## src/edd_pkg.sv

```systemverilog
// ----------------------------------------------------------------------------
// edd_pkg: shared types and constants for the 1 bpp error diffusion dither
// Item formats, configuration register indexes and sizing constants used by
// the front end, the pixel queue and the diffusion back end.
// ----------------------------------------------------------------------------
package edd_pkg;

  // Storage sizes.
  localparam int unsigned MAX_WIDTH   = 2048;
  localparam int unsigned PAL_DEPTH   = 256;
  localparam int unsigned QUEUE_DEPTH = 4;

  // Derived widths.
  localparam int unsigned COL_W   = $clog2(MAX_WIDTH);
  localparam int unsigned PAL_AW  = $clog2(PAL_DEPTH);
  localparam int unsigned QPTR_W  = $clog2(QUEUE_DEPTH);
  localparam int unsigned QCNT_W  = $clog2(QUEUE_DEPTH + 1);
  localparam int unsigned ERR_W   = 12;
  localparam int unsigned LW_W    = 12;
  localparam int unsigned FH_W    = 13;
  localparam int unsigned ROW_W   = 12;
  localparam int unsigned CFG_IDX_W  = 2;
  localparam int unsigned CFG_DATA_W = 13;

  // Configuration register indexes.
  localparam logic [CFG_IDX_W-1:0] CFG_BIT_ORDER    = 2'd0;
  localparam logic [CFG_IDX_W-1:0] CFG_LINE_WIDTH   = 2'd1;
  localparam logic [CFG_IDX_W-1:0] CFG_FRAME_HEIGHT = 2'd2;

  // Configuration reset values and limits.
  localparam logic [LW_W-1:0] LINE_WIDTH_RST   = 12'd640;
  localparam logic [FH_W-1:0] FRAME_HEIGHT_RST = 13'd480;
  localparam logic [LW_W-1:0] LINE_WIDTH_MAX   = 12'd2048;
  localparam logic [FH_W-1:0] FRAME_HEIGHT_MAX = 13'd4096;

  // Request kinds.
  localparam logic REQ_PALETTE = 1'b0;
  localparam logic REQ_PIXEL   = 1'b1;

  // Quantiser constants.
  localparam logic signed [ERR_W-1:0] THRESHOLD = 12'sd128;
  localparam logic signed [ERR_W-1:0] LEVEL_MAX = 12'sd255;

  typedef struct packed {
    logic       req_type;
    logic [7:0] color_index;
    logic [7:0] entry_value;
  } in_item_t;

  typedef struct packed {
    logic [7:0] packed_byte;
    logic       row_end;
    logic       frame_end;
  } out_item_t;

  // One classified pixel travelling from the front end to the back end.
  typedef struct packed {
    logic [7:0]       level;
    logic [COL_W-1:0] col;
    logic             last_col;
    logic             last_row;
  } pix_t;

endpackage

```

## src/edd_ram.sv

```systemverilog
// ----------------------------------------------------------------------------
// edd_ram: generic single-port-write, single-port-read RAM
// One write and one registered read per cycle; the read data holds when no
// read is issued. A read at the address being written returns the old data.
// ----------------------------------------------------------------------------
module edd_ram #(
  parameter int unsigned WIDTH = 8,
  parameter int unsigned DEPTH = 256
) (
  input  logic                     clk_i,
  input  logic                     we_i,
  input  logic [$clog2(DEPTH)-1:0] waddr_i,
  input  logic [WIDTH-1:0]         wdata_i,
  input  logic                     re_i,
  input  logic [$clog2(DEPTH)-1:0] raddr_i,
  output logic [WIDTH-1:0]         rdata_o
);

  logic [WIDTH-1:0] mem [DEPTH];
  logic [WIDTH-1:0] rdata_q;

  always_ff @(posedge clk_i) begin
    if (we_i) begin
      mem[waddr_i] <= wdata_i;
    end
    if (re_i) begin
      rdata_q <= mem[raddr_i];
    end
  end

  assign rdata_o = rdata_q;

endmodule

```

## src/edd_front.sv

```systemverilog
// ----------------------------------------------------------------------------
// edd_front: request intake and pixel classification
// Writes palette entries, looks up the level of each pixel and tags it with
// its column and its row and frame end flags before queueing it.
// ----------------------------------------------------------------------------
module edd_front (
  input  logic                       clk_i,
  input  logic                       rst_ni,
  input  logic                       in_valid_i,
  input  edd_pkg::in_item_t          in_data_i,
  output logic                       in_stall_o,
  input  logic [edd_pkg::LW_W-1:0]   line_width_i,
  input  logic [edd_pkg::FH_W-1:0]   frame_height_i,
  input  logic                       back_ready_i,
  input  logic [edd_pkg::QCNT_W-1:0] queue_count_i,
  output logic                       push_o,
  output edd_pkg::pix_t              push_data_o
);

  import edd_pkg::*;

  logic [COL_W-1:0] col_q, col_d;
  logic [ROW_W-1:0] row_q, row_d;
  logic             s1_v_q, s1_v_d;
  pix_t             s1_q, s1_d;

  logic             accept;
  logic             is_pixel;
  logic [LW_W-1:0]  width_eff;
  logic [FH_W-1:0]  height_eff;
  logic             last_col;
  logic             last_row;
  logic [7:0]       pal_rdata;
  logic [QCNT_W:0]  occupancy;

  // Room is reserved for the pixel whose palette read is in flight.
  assign occupancy  = {1'b0, queue_count_i} + {{QCNT_W{1'b0}}, s1_v_q};
  assign in_stall_o = !back_ready_i || (occupancy >= (QCNT_W+1)'(QUEUE_DEPTH));
  assign accept     = in_valid_i && !in_stall_o;
  assign is_pixel   = (in_data_i.req_type == REQ_PIXEL);

  always_comb begin
    width_eff = line_width_i;
    if (line_width_i == '0) begin
      width_eff = LW_W'(1);
    end else if (line_width_i > LINE_WIDTH_MAX) begin
      width_eff = LINE_WIDTH_MAX;
    end
    height_eff = frame_height_i;
    if (frame_height_i == '0) begin
      height_eff = FH_W'(1);
    end else if (frame_height_i > FRAME_HEIGHT_MAX) begin
      height_eff = FRAME_HEIGHT_MAX;
    end
  end

  assign last_col = ((LW_W'(col_q) + LW_W'(1)) >= width_eff);
  assign last_row = ((FH_W'(row_q) + FH_W'(1)) >= height_eff);

  always_comb begin
    col_d  = col_q;
    row_d  = row_q;
    s1_v_d = 1'b0;
    s1_d   = s1_q;
    if (accept && is_pixel) begin
      s1_v_d        = 1'b1;
      s1_d.level    = '0;
      s1_d.col      = col_q;
      s1_d.last_col = last_col;
      s1_d.last_row = last_row;
      if (last_col) begin
        col_d = '0;
        row_d = last_row ? '0 : row_q + ROW_W'(1);
      end else begin
        col_d = col_q + COL_W'(1);
      end
    end
  end

  always_ff @(posedge clk_i or negedge rst_ni) begin
    if (!rst_ni) begin
      col_q  <= '0;
      row_q  <= '0;
      s1_v_q <= 1'b0;
    end else begin
      col_q  <= col_d;
      row_q  <= row_d;
      s1_v_q <= s1_v_d;
    end
  end

  always_ff @(posedge clk_i) begin
    s1_q <= s1_d;
  end

  edd_ram #(
    .WIDTH (8),
    .DEPTH (PAL_DEPTH)
  ) u_palette (
    .clk_i   (clk_i),
    .we_i    (accept && !is_pixel),
    .waddr_i (in_data_i.color_index[PAL_AW-1:0]),
    .wdata_i (in_data_i.entry_value),
    .re_i    (accept && is_pixel),
    .raddr_i (in_data_i.color_index[PAL_AW-1:0]),
    .rdata_o (pal_rdata)
  );

  // The level to dither is the complement of the palette value.
  always_comb begin
    push_data_o       = s1_q;
    push_data_o.level = ~pal_rdata;
  end
  assign push_o = s1_v_q;

endmodule

```

## config.mk

```make
export PLATFORM = sky130hd
export DESIGN_NAME = edd_front
export DESIGN_NICKNAME = d
export VERILOG_FILES = /design/src/edd_pkg.sv /design/src/edd_ram.sv /design/src/edd_front.sv
export SDC_FILE = /design/constraint.sdc
export NUM_CORES = 2
export LEC_CHECK = 0
export BUFFER_PORTS_ARGS = -buffer_cell sky130_fd_sc_hd__buf_2
export CAP_MARGIN = 20
export CORE_ASPECT_RATIO = 1.5
export CORE_MARGIN = 5
export CORE_UTILIZATION = 23
export CTS_CLUSTER_DIAMETER = 120
export CTS_CLUSTER_SIZE = 28
export DETAILED_ROUTE_END_ITERATION = 6
export GPL_TIMING_DRIVEN = 0
export PLACE_DENSITY_LB_ADDON = 0.05
export SLEW_MARGIN = 20
export SYNTH_ARGS = -nofsm -noshare
export SYNTH_HDL_FRONTEND = slang
export SYNTH_SLANG_ARGS = --single-unit
```

## constraint.sdc

```tcl
create_clock -name clk_i -period 4.5 [get_ports clk_i]
set_clock_uncertainty 0.2 [all_clocks]
set_input_delay 0.45 -clock clk_i [delete_from_list [all_inputs] [get_ports clk_i]]
set_output_delay 0.45 -clock clk_i [all_outputs]
set_load 0.02 [all_outputs]
```

==> results.yml <==
outcome:
  status: "finished with violations"
  violations: "setup timing"
yosys:
  synth-seq-cells: 2093
  synthXorXnorAreaFrac_pct: 0.195
  synth_top_area_share_pct: 76.9
  muxShareOfSynthArea_pct: 14.3
  synth_top_family_by_area: "multiplexers"
  synth_common_cells: "edfxtp_1 (2069), mux4_2 (512), nor2_1 (274), a22oi_1 (256), clkbuf_1 (149)"
  synth_top_area_cell: "edfxtp_1"
  yosysWarnings: 0
  synth_compound_area_share_pct: 3.94
  ys_seq_area_share_pct: 77.7
  synth_area_leaders: "edfxtp_1 (77%), mux4_2 (14%), a22oi_1 (2.4%), nor2_1 (1.3%), a21oi_1 (0.83%)"
  syn_area_um2: 80800
  synth.most_common_cell: "edfxtp_1"
  ys_types: 43
  avgSynthCellArea_um2: 21.4
  postSynth.asyncResetShare_pct: 1.15
  synthAdderAreaFrac_pct: 0.418
  synth_edf_count: 2069
  ys.flop_type: "edfxtp_1"
  syn-num-nets: 3857
  synth-simple-area-share_pct: 2.11
  netlist_instances: 3781
drt:
  detail-route-antenna-nets: 0
  wl_per_cell_um: 34.2
  route.detailed.drc: 0
  dr.pass1.iters: 5
  routed_via_density: 4.37
  vias: 38082
  drt-initial-drc-count: 2993
  finalWirelength_um: 298000
clock_network:
  cts.reportedPaths.clkPinSlew_ns: 0.12
  clockBufferDepth: 3
  clkLatencyLatePin_ns: 0.79
  post-cts-setup-buffers: 0
  cts_max_level: 3
  cts-buffers-inserted: 85
  cts_root_buf: "clkbuf_16"
  cts_tree: "done"
  cts_sinks: 2093
hold_path:
  min_delay_path_depth: 4
  hold_start: "in_valid_i"
  min_to: "col_q[10]"
  hp-class: "primary input to register"
cells_and_area:
  area_growth_syn_to_layout_pct: 12.8
  fin_cells: 8712
  num-fill-cells: 34938
  layout-drive-gt1-share_pct: 24.4
  utilization_pct: 26.1
  nets: 4071
timing:
  setup_slack_ns: -0.0177
  period_share_pct: 100
  hold_viol: 0
  max_slew_margin_pct: 14.0
  rsz0062_at_grt: "yes"
  tightest_slew_ns: 1.29
  min_period_ns: 4.52
  slew_violations: 0
  tns_ns: -0.0982
  max_freq_mhz: 221
  setup_viol_count_final: 8
global_routing:
  grt_antenna_before_repair: 19
  grt_pass1_wl_um: 395000
  grt_use_met3_pct: 2.10
  grtUsageMet1_pct: 18.8
  grt_max_degree: 101
  grt_util_met2_pct: 31.2
  grtUsageTotal_pct: 16.1
  gr-total-overflow: 0
  first_global_vias: 40804
  grt.busiest_layer: "met2"
place:
  gp_congestion: 0.781
  dp.final_hpwl_um: 209000
  io_buffers: 69
  dp_cells: 8588
  place_ws_ns: -1.89
worst_setup_path:
  critPathCaptureType: "register"
  critical_path_arrival_ns: 4.72
  cp.required_ns: 4.70
  timing.rr.start: "push_o"
  worstPathMaxFanout: 10
  r2r_cells: 7
  crit_path_start_kind: "primary input"
  path_class: "primary input to register"
  reg2reg_slack_ns: 0.06
  r2r_end: "u_palette.mem[162][1]"
power_and_ir_drop:
  p_leak_nw: 26.5
  power_mw: 33.9
  p_per_area_nw_per_um2: 372
  ir_worst_vdd_v: 0.000303
die:
  ioPinCount: 72
  rows: 266
  core_um2: 350000
  die_height_um: 736
  die_area_um2: 363000
  die_x_um: 494
  initial_core_util_pct: 23.1
run:
  drv_cap: 0
[layout by cell type (no fill, tap or decap), types with 15 or more instances in the layout]
master	instances
o41ai_1	24
nand2_1	59
mux4_2	512
a21oi_1	128
nor2_2	109
nor2_1	164
clkbuf_1	120
nand3_1	20
clkbuf_16	89
buf_1	15
buf_6	17
edfxtp_1	2069
dfrtp_1	24
buf_16	26
a22oi_1	252
inv_1	20
ha_1	27
buf_2	112
clkbuf_2	30
[metrics by stage]
stage | hold WS [ns] | area, um2
final | 0.172 | 91100
after detailed placement | 0.295 | 88300
after CTS | 0.0951 | 91000
after floorplan | -0.0456 | 80800
after global placement | 0.292 | 87000
after global routing | 0.178 | 91100
[report_power, final]
group / leakage, nW / internal, mW / switching, mW
Combinational: 6.42 / 0.777 / 1.70
Sequential: 18.9 / 21.4 / 0.0448
Clock: 1.13 / 3.65 / 6.33
[per-layer routing]
layer  vias to the layer above  share of wire [%]
met3                       182                3.3
met1                     20992                 39
li1                      16177                  -
met4                         6                2.1
met5                         -             0.0094
met2                       725                 56
[state kept, by name, summed over array words and instances, names as in the netlist]
| name | flops |
|---|---|
| col_q | 11 |
| push_data_o | 13 |
| push_o | 1 |
| row_q | 12 |
| u_palette.mem | 2048 |
| u_palette.rdata_o | 8 |
[critical path: stages]
cell and delay (ns):
buf_2 0.14, and2_1 0.14, clkbuf_1 0.63, clkbuf_2 0.31, buf_12 0.18, clkbuf_1 0.66, nand2_2 0.69, clkbuf_2 0.52
nor2_1 0.89
[worst max path at each step]
stage	start	end	slack, ns	cells past startpoint
2_1_floorplan	row_q[0]	row_q[6]	1.24	14
3_3_place_gp	in_data_i[10]	u_palette.mem[179][5]	-4.02	7
3_5_place_dp	in_data_i[9]	u_palette.rdata_o[7]	-1.89	8
4_1_cts	in_data_i[11]	u_palette.mem[120][1]	-0.17	9
5_1_grt	push_o	u_palette.mem[168][2]	-0.18	7
6_report	in_data_i[11]	u_palette.mem[157][5]	-0.02	9
[kinds of logic (layout without fill, tap and decap cells)]
family	count (synthesis)	after routing
DFF	2093	2093
muxes	513	513
AOI/OAI and AO/OA	463	463
and+or+nand+nor	415	415
buffers and inverters	252	486
adders and majority gates	27	27
xor gates and xnor gates	18	18
other	0	7
[repair_timing]
action,4_1_cts,5_1_grt
hold buffers,11,0
resized for setup,96,28
endpoints found under the hold margin,287,0
setup endpoints to repair,1058,317
pin swaps,0,0
[layout make-up]
type                       count  area [um2]  share of cell area (%)
buffer                       230        1140                    1.26
clock inverter                 2        46.3                  0.0508
tap                         4690        5870                    6.44
antenna                        7        17.5                  0.0192
clock buffer                 105        2290                    2.51
sequential                  2093       62700                    68.8
timing repair buffer         128        1580                    1.73
multi-input combinational   1436       17400                    19.1
inverter                      21        78.8                  0.0865
(Power assumes the default switching activity.)
