$ cat src/edd_pkg.sv
// ----------------------------------------------------------------------------
// edd_pkg: shared types and constants for the 1 bpp error diffusion dither
// Item formats, configuration register indexes and sizing constants used by
// the front end, the pixel queue and the diffusion back end.
// ----------------------------------------------------------------------------
package edd_pkg;

  // Storage sizes.
  localparam int unsigned MAX_WIDTH   = 2048;
  localparam int unsigned PAL_DEPTH   = 256;
  localparam int unsigned QUEUE_DEPTH = 4;

  // Derived widths.
  localparam int unsigned COL_W   = $clog2(MAX_WIDTH);
  localparam int unsigned PAL_AW  = $clog2(PAL_DEPTH);
  localparam int unsigned QPTR_W  = $clog2(QUEUE_DEPTH);
  localparam int unsigned QCNT_W  = $clog2(QUEUE_DEPTH + 1);
  localparam int unsigned ERR_W   = 12;
  localparam int unsigned LW_W    = 12;
  localparam int unsigned FH_W    = 13;
  localparam int unsigned ROW_W   = 12;
  localparam int unsigned CFG_IDX_W  = 2;
  localparam int unsigned CFG_DATA_W = 13;

  // Configuration register indexes.
  localparam logic [CFG_IDX_W-1:0] CFG_BIT_ORDER    = 2'd0;
  localparam logic [CFG_IDX_W-1:0] CFG_LINE_WIDTH   = 2'd1;
  localparam logic [CFG_IDX_W-1:0] CFG_FRAME_HEIGHT = 2'd2;

  // Configuration reset values and limits.
  localparam logic [LW_W-1:0] LINE_WIDTH_RST   = 12'd640;
  localparam logic [FH_W-1:0] FRAME_HEIGHT_RST = 13'd480;
  localparam logic [LW_W-1:0] LINE_WIDTH_MAX   = 12'd2048;
  localparam logic [FH_W-1:0] FRAME_HEIGHT_MAX = 13'd4096;

  // Request kinds.
  localparam logic REQ_PALETTE = 1'b0;
  localparam logic REQ_PIXEL   = 1'b1;

  // Quantiser constants.
  localparam logic signed [ERR_W-1:0] THRESHOLD = 12'sd128;
  localparam logic signed [ERR_W-1:0] LEVEL_MAX = 12'sd255;

  typedef struct packed {
    logic       req_type;
    logic [7:0] color_index;
    logic [7:0] entry_value;
  } in_item_t;

  typedef struct packed {
    logic [7:0] packed_byte;
    logic       row_end;
    logic       frame_end;
  } out_item_t;

  // One classified pixel travelling from the front end to the back end.
  typedef struct packed {
    logic [7:0]       level;
    logic [COL_W-1:0] col;
    logic             last_col;
    logic             last_row;
  } pix_t;

endpackage

$ cat src/edd_queue.sv
// ----------------------------------------------------------------------------
// edd_queue: short pixel queue between front end and back end
// Small circular buffer; the front end never pushes into a full queue.
// ----------------------------------------------------------------------------
module edd_queue (
  input  logic                       clk_i,
  input  logic                       rst_ni,
  input  logic                       push_i,
  input  edd_pkg::pix_t              push_data_i,
  input  logic                       pop_i,
  output logic                       head_valid_o,
  output edd_pkg::pix_t              head_o,
  output logic [edd_pkg::QCNT_W-1:0] count_o
);

  import edd_pkg::*;

  pix_t              mem_q [QUEUE_DEPTH];
  logic [QPTR_W-1:0] wr_ptr_q, wr_ptr_d;
  logic [QPTR_W-1:0] rd_ptr_q, rd_ptr_d;
  logic [QCNT_W-1:0] count_q, count_d;

  always_comb begin
    wr_ptr_d = wr_ptr_q;
    rd_ptr_d = rd_ptr_q;
    count_d  = count_q;
    if (push_i) begin
      wr_ptr_d = wr_ptr_q + QPTR_W'(1);
    end
    if (pop_i) begin
      rd_ptr_d = rd_ptr_q + QPTR_W'(1);
    end
    if (push_i && !pop_i) begin
      count_d = count_q + QCNT_W'(1);
    end else if (!push_i && pop_i) begin
      count_d = count_q - QCNT_W'(1);
    end
  end

  always_ff @(posedge clk_i or negedge rst_ni) begin
    if (!rst_ni) begin
      wr_ptr_q <= '0;
      rd_ptr_q <= '0;
      count_q  <= '0;
    end else begin
      wr_ptr_q <= wr_ptr_d;
      rd_ptr_q <= rd_ptr_d;
      count_q  <= count_d;
    end
  end

  always_ff @(posedge clk_i) begin
    if (push_i) begin
      mem_q[wr_ptr_q] <= push_data_i;
    end
  end

  assign head_valid_o = (count_q != '0);
  assign head_o       = mem_q[rd_ptr_q];
  assign count_o      = count_q;

endmodule

$ cat config.mk
export PLATFORM = sky130hd
export DESIGN_NAME = edd_queue
export DESIGN_NICKNAME = d
export VERILOG_FILES = /design/src/edd_pkg.sv /design/src/edd_queue.sv
export SDC_FILE = /design/constraint.sdc
export NUM_CORES = 1
export LEC_CHECK = 0
export BUFFER_PORTS_ARGS = -buffer_cell sky130_fd_sc_hd__buf_2
export CORE_MARGIN = 8
export CORE_UTILIZATION = 28
export DETAILED_ROUTE_END_ITERATION = 10
export SLEW_MARGIN = 20
export SYNTH_ARGS = -nofsm -noshare
export SYNTH_HDL_FRONTEND = slang
export SYNTH_SLANG_ARGS = --single-unit
$ cat constraint.sdc
create_clock -name clk_i -period 3.17 [get_ports clk_i]
set_input_delay 0.1585 -clock clk_i [delete_from_list [all_inputs] [get_ports clk_i]]
set_output_delay 0.1585 -clock clk_i [all_outputs]
set_load 0.01 [all_outputs]
==> results of run 1 <==
[cell usage in the layout, fill, tap and decap left out, drive strengths merged]
master,n
or3,1
mux4,21
clkbuf,9
o21ai,1
inv,5
bufinv,1
buf,54
fa,1
clkinv,4
xor2,4
dlygate4sd3,1
clkinvlp,1
ha,5
edfxtp,84
and2,4
mux2,1
nand2,2
nor2,1
xnor2,2
dfrtp,7
[logic make-up (layout without fill, tap and decap cells)]
group                    Yosys count  count (layout)
flip-flops                        91              91
adder cells (fa/ha/maj)            6               6
AO/OA/AOI/OAI                      1               1
multiplexers                      22              22
buffers and inverters              9              75
XOR/XNOR                           6               6
AND/OR/NAND/NOR                    8               8
[final timing paths]
| path | from | end | depth (start not counted) |
|---|---|---|---|
| max | rd_ptr_q[0] | head_o[19] | 2 |
| max reg2reg | wr_ptr_q[0] | mem_q[0][15] | 4 |
| min in group asynchronous | rst_ni | count_o[2] | 2 |
| min | push_data_i[15] | mem_q[1][15] | 1 |
| min reg2reg | count_o[2] | count_o[2] | 1 |
| max in group asynchronous | rst_ni | rd_ptr_q[0] | 2 |
[power by group]
group | leakage [nW] | internal, W | switching (W)
clock network | 0.144 | 0.000614 | 0.000429
logic | 0.478 | 0.000499 | 0.000487
registers | 0.853 | 0.00158 | 0.000180
[area by class of cell]
type	count	area [um2]	share of cell area
sequential	91	2699	0.6472
multi-input combinational	43	678.2	0.1626
timing repair buffer	55	292.8	0.07021
clock buffer	9	225.2	0.05401
tap	147	183.9	0.04410
clock inverter	7	76.32	0.01830
inverter	4	15.01	0.003600
[worst max-delay path: stages, from the launching register on]
cell,delay (ns)
dfrtp_2,0.89
mux4_1,0.65
buf_2,0.16
[layer usage]
layer / vias up / track usage
li1: 707 / -
met1: 811 / 0.09919
met2: 41 / 0.1320
met3: 9 / 0.03411
met4: 2 / 0.03149
met5: - / 0
[synth_stat cells, drive strengths merged]
cell,count
edfxtp,84
mux4,21
dfrtp,7
buf,5
ha,5
and2,4
inv,4
xor2,4
nand2,2
xnor2,2
fa,1
mux2,1
nor2,1
o21ai,1
or3,1
[metrics by stage]
| step | utilization | hold WS [ns] | total power, W | instance area, um2 | std cells |
|---|---|---|---|---|---|
| after floorplan | - | -0.1371 | 0.002442 | 3452 | 143 |
| after CTS | 0.3472 | 0.03186 | 0.003870 | 4170 | 356 |
| after global routing | 0.3472 | 0.03169 | 0.004018 | 4170 | 356 |
| after detailed placement | 0.3213 | 0.005292 | 0.002817 | 3859 | 339 |
| final | 0.3472 | 0.04653 | 0.003791 | 4170 | 356 |
| after global placement | 0.3213 | 0.005038 | 0.002793 | 3859 | 339 |
[registers in the layout, indices dropped and copies added, names as in the netlist]
register,count
wr_ptr_q,2
count_o,3
mem_q,84
rd_ptr_q,2
==> metrics, run 1 <==
run status finished, final reports clean; clk buf depth 2; maximum ir drop on the vdd rail 0.4282 mV; transition time of the tightest slew-check pin 0.7955 ns; FF+latch count, synth 91; post-layout minimum cycle time 2.180 ns; Chip Height 127.0 um; Unique masters post-synth 18; share of the synthesized area in the top cell type 0.7307; CTS-repair resized insts 0; floorplan row count 40; met3 WL 373 um; global-route wire length before repair 9949 um; number of nets with antenna violations after detailed routing 0; CP Max Fanout 23; max-capacitance violation count 0; element type at the critical path start register; number of CTS-inserted buffers 9; CORE AREA 12010 um2; number of slew-limit violations in the final report 0; post-synthesis compound-gate area fraction 0.001450; synthesized net count 174; number of search-and-repair iterations in the first detailed-routing pass 4; wire length reported by the detailed router 6270 um; worst setup path class register to output port; signal arrival time at the worst endpoint 2.02 ns; Congestion Overflow GR 0; cell count after synthesis 143; Synth Area in Adders 0.02392; number of DRC violations after detailed routing 0; final number of hold-violating endpoints 0; data required time at the worst endpoint 3.01 ns; slack of the critical path 0.9896 ns; area overhead of the layout relative to synthesis 20.80%; pre-CTS WS 1.257 ns; I/O pin cnt 50; IO Port Bufs 49; TritonCTS clock tree yes; Avg Inst Size Synth 24.14 um2; highest attainable clock frequency 458.6 MHz; routed length on met1 2766 um; Worst-path clk slew 0.06 ns; largest clock skew in the final design 0.004741 ns; vias in the first global route 1818; post-synth top area cell edfxtp_1; vias post-DR 1570; quantity of hold-fixing buffers added after cts 1; average wire per cell in the routed design 17.61 um; final estimated routing congestion in global placement 0.6367; number of clock sinks 91; share of the cycle needed by the critical path after routing 0.6878; xor and xnor fraction of the mapped netlist area 0.01522; initial antenna violation count 1; Max transition margin 0.4697; leading post-synthesis cells by cell area edfxtp_1 73%, mux4_2 12%, dfrtp_1 5.1%; Worst Setup End Kind output port; share of synthesized cell area in and, or, nand and nor gates 0.01232; multiplexer area fraction after synthesis 0.1435; total setup violations reported at the end of the flow 0; drt via density 4.410; Yosys Warn Count 0; diode insertion count for antenna repair 0; number of inserted filler cells in the final layout 1134; number of levels the H-tree was split into 3; highest routed layer met5; Die Wd 127.0 um; share of synthesized area occupied by flip-flops and latches 0.7814; Syn Std Cell Area 3452 um2; die area 16140 um2; worst-skew pair later-pin latency 0.33 ns; setup TNS 0 ns; Worst R2R Setup Slack 1.75 ns; number of buffers inserted to repair setup after CTS 0; first-iteration detailed-routing DRC count 84; total number of nets in the final design 235; setup repair after global routing missed its margin false; met2 routed wirelength 3044 um; static leakage 1.474 nW; P per Cell Area 908.9 nW/um2; combinational family with the most area after synthesis multiplexers; clk root buf clkbuf_16; path class of the lowest-slack min-delay path primary input to register; Global Route Usage Sum 0.08316; largest net degree at the start of global routing 24; fraction of final layout cells with drive strength greater than 1 0.4258; half-perimeter wire length after placement 4004 um; starting density of the core 0.2874
Note: power is estimated with default switching activity, not from simulation.
==> run 2, diff against run 1 <==
Settings changed: ABC_AREA set to 1.
Clock period 3.17 ns to 2.15 ns, I/O delays scaled along.
==> metrics, run 2 <==
I/O pin cnt 50; IO Port Bufs 49; most frequent cells in the layout 84 x edfxtp_1, 59 x nand2_1, 54 x inv_1, 49 x buf_2; run status finished, final reports clean; highest attainable clock frequency 509.3 MHz; capture point of the critical path head_o[8]; number of DRC violations after detailed routing 0; register share of total power 0.404; TritonCTS clock tree yes; Syn Std Cell Area 3936 um2; share of synthesized area occupied by flip-flops and latches 0.6853; initial antenna violation count 0; number of search-and-repair iterations in the first detailed-routing pass 4; half-perimeter wire length after placement 5185 um; portion of total power attributed to the clock network 0.267; worst-skew pair later-pin latency 0.33 ns; vias in the first global route 2377; Worst-path clk slew 0.06 ns; most frequent cells after synthesis 84 x edfxtp_1, 59 x nand2_1, 54 x inv_1, 21 x o211ai_1, 21 x o211ai_2; static leakage 2.038 nW; number of levels the H-tree was split into 3; largest net degree at the start of global routing 46; FF+latch count, synth 91; slack of the critical path 0.1865 ns; fraction of final layout cells with drive strength greater than 1 0.3032; flip-flop count of the largest register after layout 84; cell count of the worst reg-to-reg path 4; post-synth top area cell edfxtp_1; drt via density 4.131; number of nets with antenna violations after detailed routing 0; share of the synthesized area in the top cell type 0.6408; final standard cell count with taps included and fillers excluded 556; terminus of the critical flop-to-flop path mem_q[3][12]; Max transition margin 0.6046; number of clock sinks 91; worst setup path class register to output port; clk root buf clkbuf_16; Yosys Warn Count 0; multi-input gate area in the final layout 892.1 um2; Post-synth top flop edfxtp_1; diode insertion count for antenna repair 0; data required time at the worst endpoint 2.04 ns; synthesized net count 324; largest clock skew in the final design 0.006933 ns; starting density of the core 0.2847; pre-CTS WS 0.5340 ns; total setup violations reported at the end of the flow 0; CORE AREA 13830 um2; average wire per cell in the routed design 13.74 um; global-route wire length before repair 12280 um; top-count cell post-synth edfxtp_1; Congestion Overflow GR 0; CP Max Fanout 45; vias post-DR 2297; biggest cell delay along the critical path 0.81 ns; critical path's most frequent cell nand2_1; path class of the lowest-slack min-delay path primary input to register; max-capacitance violation count 0; internal cell power 0.004350 W; wire length reported by the detailed router 7639 um; Worst R2R Setup Slack 0.67 ns; worst-path cell chain buf_4 -> nand2_1 -> o211ai_1 -> nand2_1 -> buf_2; P_sw 0.002214 W; switching fraction of total power 0.3373; P per Cell Area 1336 nW/um2; transition time of the tightest slew-check pin 0.5932 ns; Hold Worst Slack 0.01948 ns; leading post-synthesis cells by cell area edfxtp_1 64%, o211ai_2 6.7%, nand2_1 5.6%; Global Route Usage Sum 0.08847; number of enable flip-flop cells after synthesis 84; Unique masters post-synth 21; clk buf depth 2; cell count after synthesis 293; setup TNS 0 ns; final number of hold-violating endpoints 0; post-layout minimum cycle time 1.964 ns; Async SR Flop Fraction 0.07692; Most flops, register mem_q; number of inserted filler cells in the final layout 1321; Worst Setup End Kind output port; total number of nets in the final design 402; Die Wd 134.6 um; Inst Count DP 519; area overhead of the layout relative to synthesis 24.86%; worst reg2reg startpoint wr_ptr_q[0]; number of CTS-inserted buffers 9; standard cell with the maximum stage delay on the critical path dfrtp_4; Final Total Pwr 0.006564 W; share of the cycle needed by the critical path after routing 0.9133; leading cell type in the layout, fill and taps excluded edfxtp_1; first-iteration detailed-routing DRC count 142; setup repair after global routing missed its margin false; element type at the critical path start register; signal arrival time at the worst endpoint 1.86 ns; Chip Height 134.6 um; final estimated routing congestion in global placement 0.6161; die area 18110 um2; number of slew-limit violations in the final report 0; area occupied by registers 2701 um2; maximum ir drop on the vdd rail 0.4038 mV; crit path launch rd_ptr_q[0]; Avg Inst Size Synth 13.43 um2; share of power burned in combinational logic 0.328; floorplan row count 43
run 2: changes by cell type after synthesis, sizes merged, moves of 3 or more:
| cell | previous run | this run |
|---|---|---|
| and2 | 4 | 0 |
| buf | 5 | 12 |
| clkbuf | 0 | 3 |
| inv | 4 | 54 |
| mux4 | 21 | 0 |
| nand2 | 2 | 77 |
| o211ai | 0 | 42 |
run 2: worst min path at each step:
stage,depth (start not counted),start,slack (ns),endpoint
global route,1,push_data_i[1],0.01,mem_q[0][1]
CTS,2,pop_i,0.003,rd_ptr_q[0]
floorplan,0,rst_ni,-0.19,count_o[0]
finish,1,push_data_i[1],0.02,mem_q[3][1]
detailed placement,1,rst_ni,-0.04,count_o[1]
global placement,1,rst_ni,-0.04,count_o[0]
run 2: worst max-delay path: cells and delay by family, from the launching register on:
kind                   cells  cell delay (ns)
DFF                        1             0.81
AOI/OAI and AO/OA          1             0.08
buffers and inverters      2             0.47
and+or+nand+nor            2             0.14
run 2: cell type report:
cell class,count,area share
tap,180,0.04582
clock buffer,12,0.04812
sequential,91,0.5496
multi-input combinational,133,0.1815
inverter,54,0.04124
timing repair buffer,82,0.1135
clock inverter,4,0.02011
run 2: kinds of logic (layout without fill, tap and decap cells):
logic type / count (synthesis) / after routing / share of synthesized area
and+or+nand+nor: 80 / 80 / 0.08868
xor gates and xnor gates: 4 / 4 / 0.008902
DFF: 91 / 91 / 0.6853
adders and majority gates: 6 / 6 / 0.02098
AOI/OAI and AO/OA: 43 / 43 / 0.1081
buffers and inverters: 69 / 152 / 0.08805
run 2: repair_timing:
| item | 4_1_cts | 5_1_grt |
|---|---|---|
| hold buffers | 21 | 0 |
| buffers inserted | 0 | 0 |
| resized for setup | 0 | 0 |
| endpoints found under the hold margin | 86 | 0 |
run 2: stage by stage:
step	utilization	cell area, um2
6_report	0.3554	4915
2_1_floorplan	-	3936
3_5_place_dp	0.3160	4369
3_3_place_gp	0.3160	4369
5_1_grt	0.3554	4915
4_1_cts	0.3554	4915
run 2: power groups by stage:
stage	combinational, W	sequential, W	clock (W)
finish	0.00215	0.00265	0.00176
global route	0.00241	0.00270	0.00187
CTS	0.00221	0.00266	0.00180
detailed placement	0.00217	0.00269	0
global placement	0.00213	0.00267	0
floorplan	0.00169	0.00250	0
run 2: layer usage:
| layer | up-vias | global-route usage | part of all wire |
|---|---|---|---|
| met3 | 8 | 0.03232 | 0.044 |
| met5 | - | 0 | 0 |
| met2 | 37 | 0.1478 | 0.49 |
| met1 | 1103 | 0.1009 | 0.45 |
| li1 | 1149 | - | - |
| met4 | 0 | 0.03493 | 0.011 |
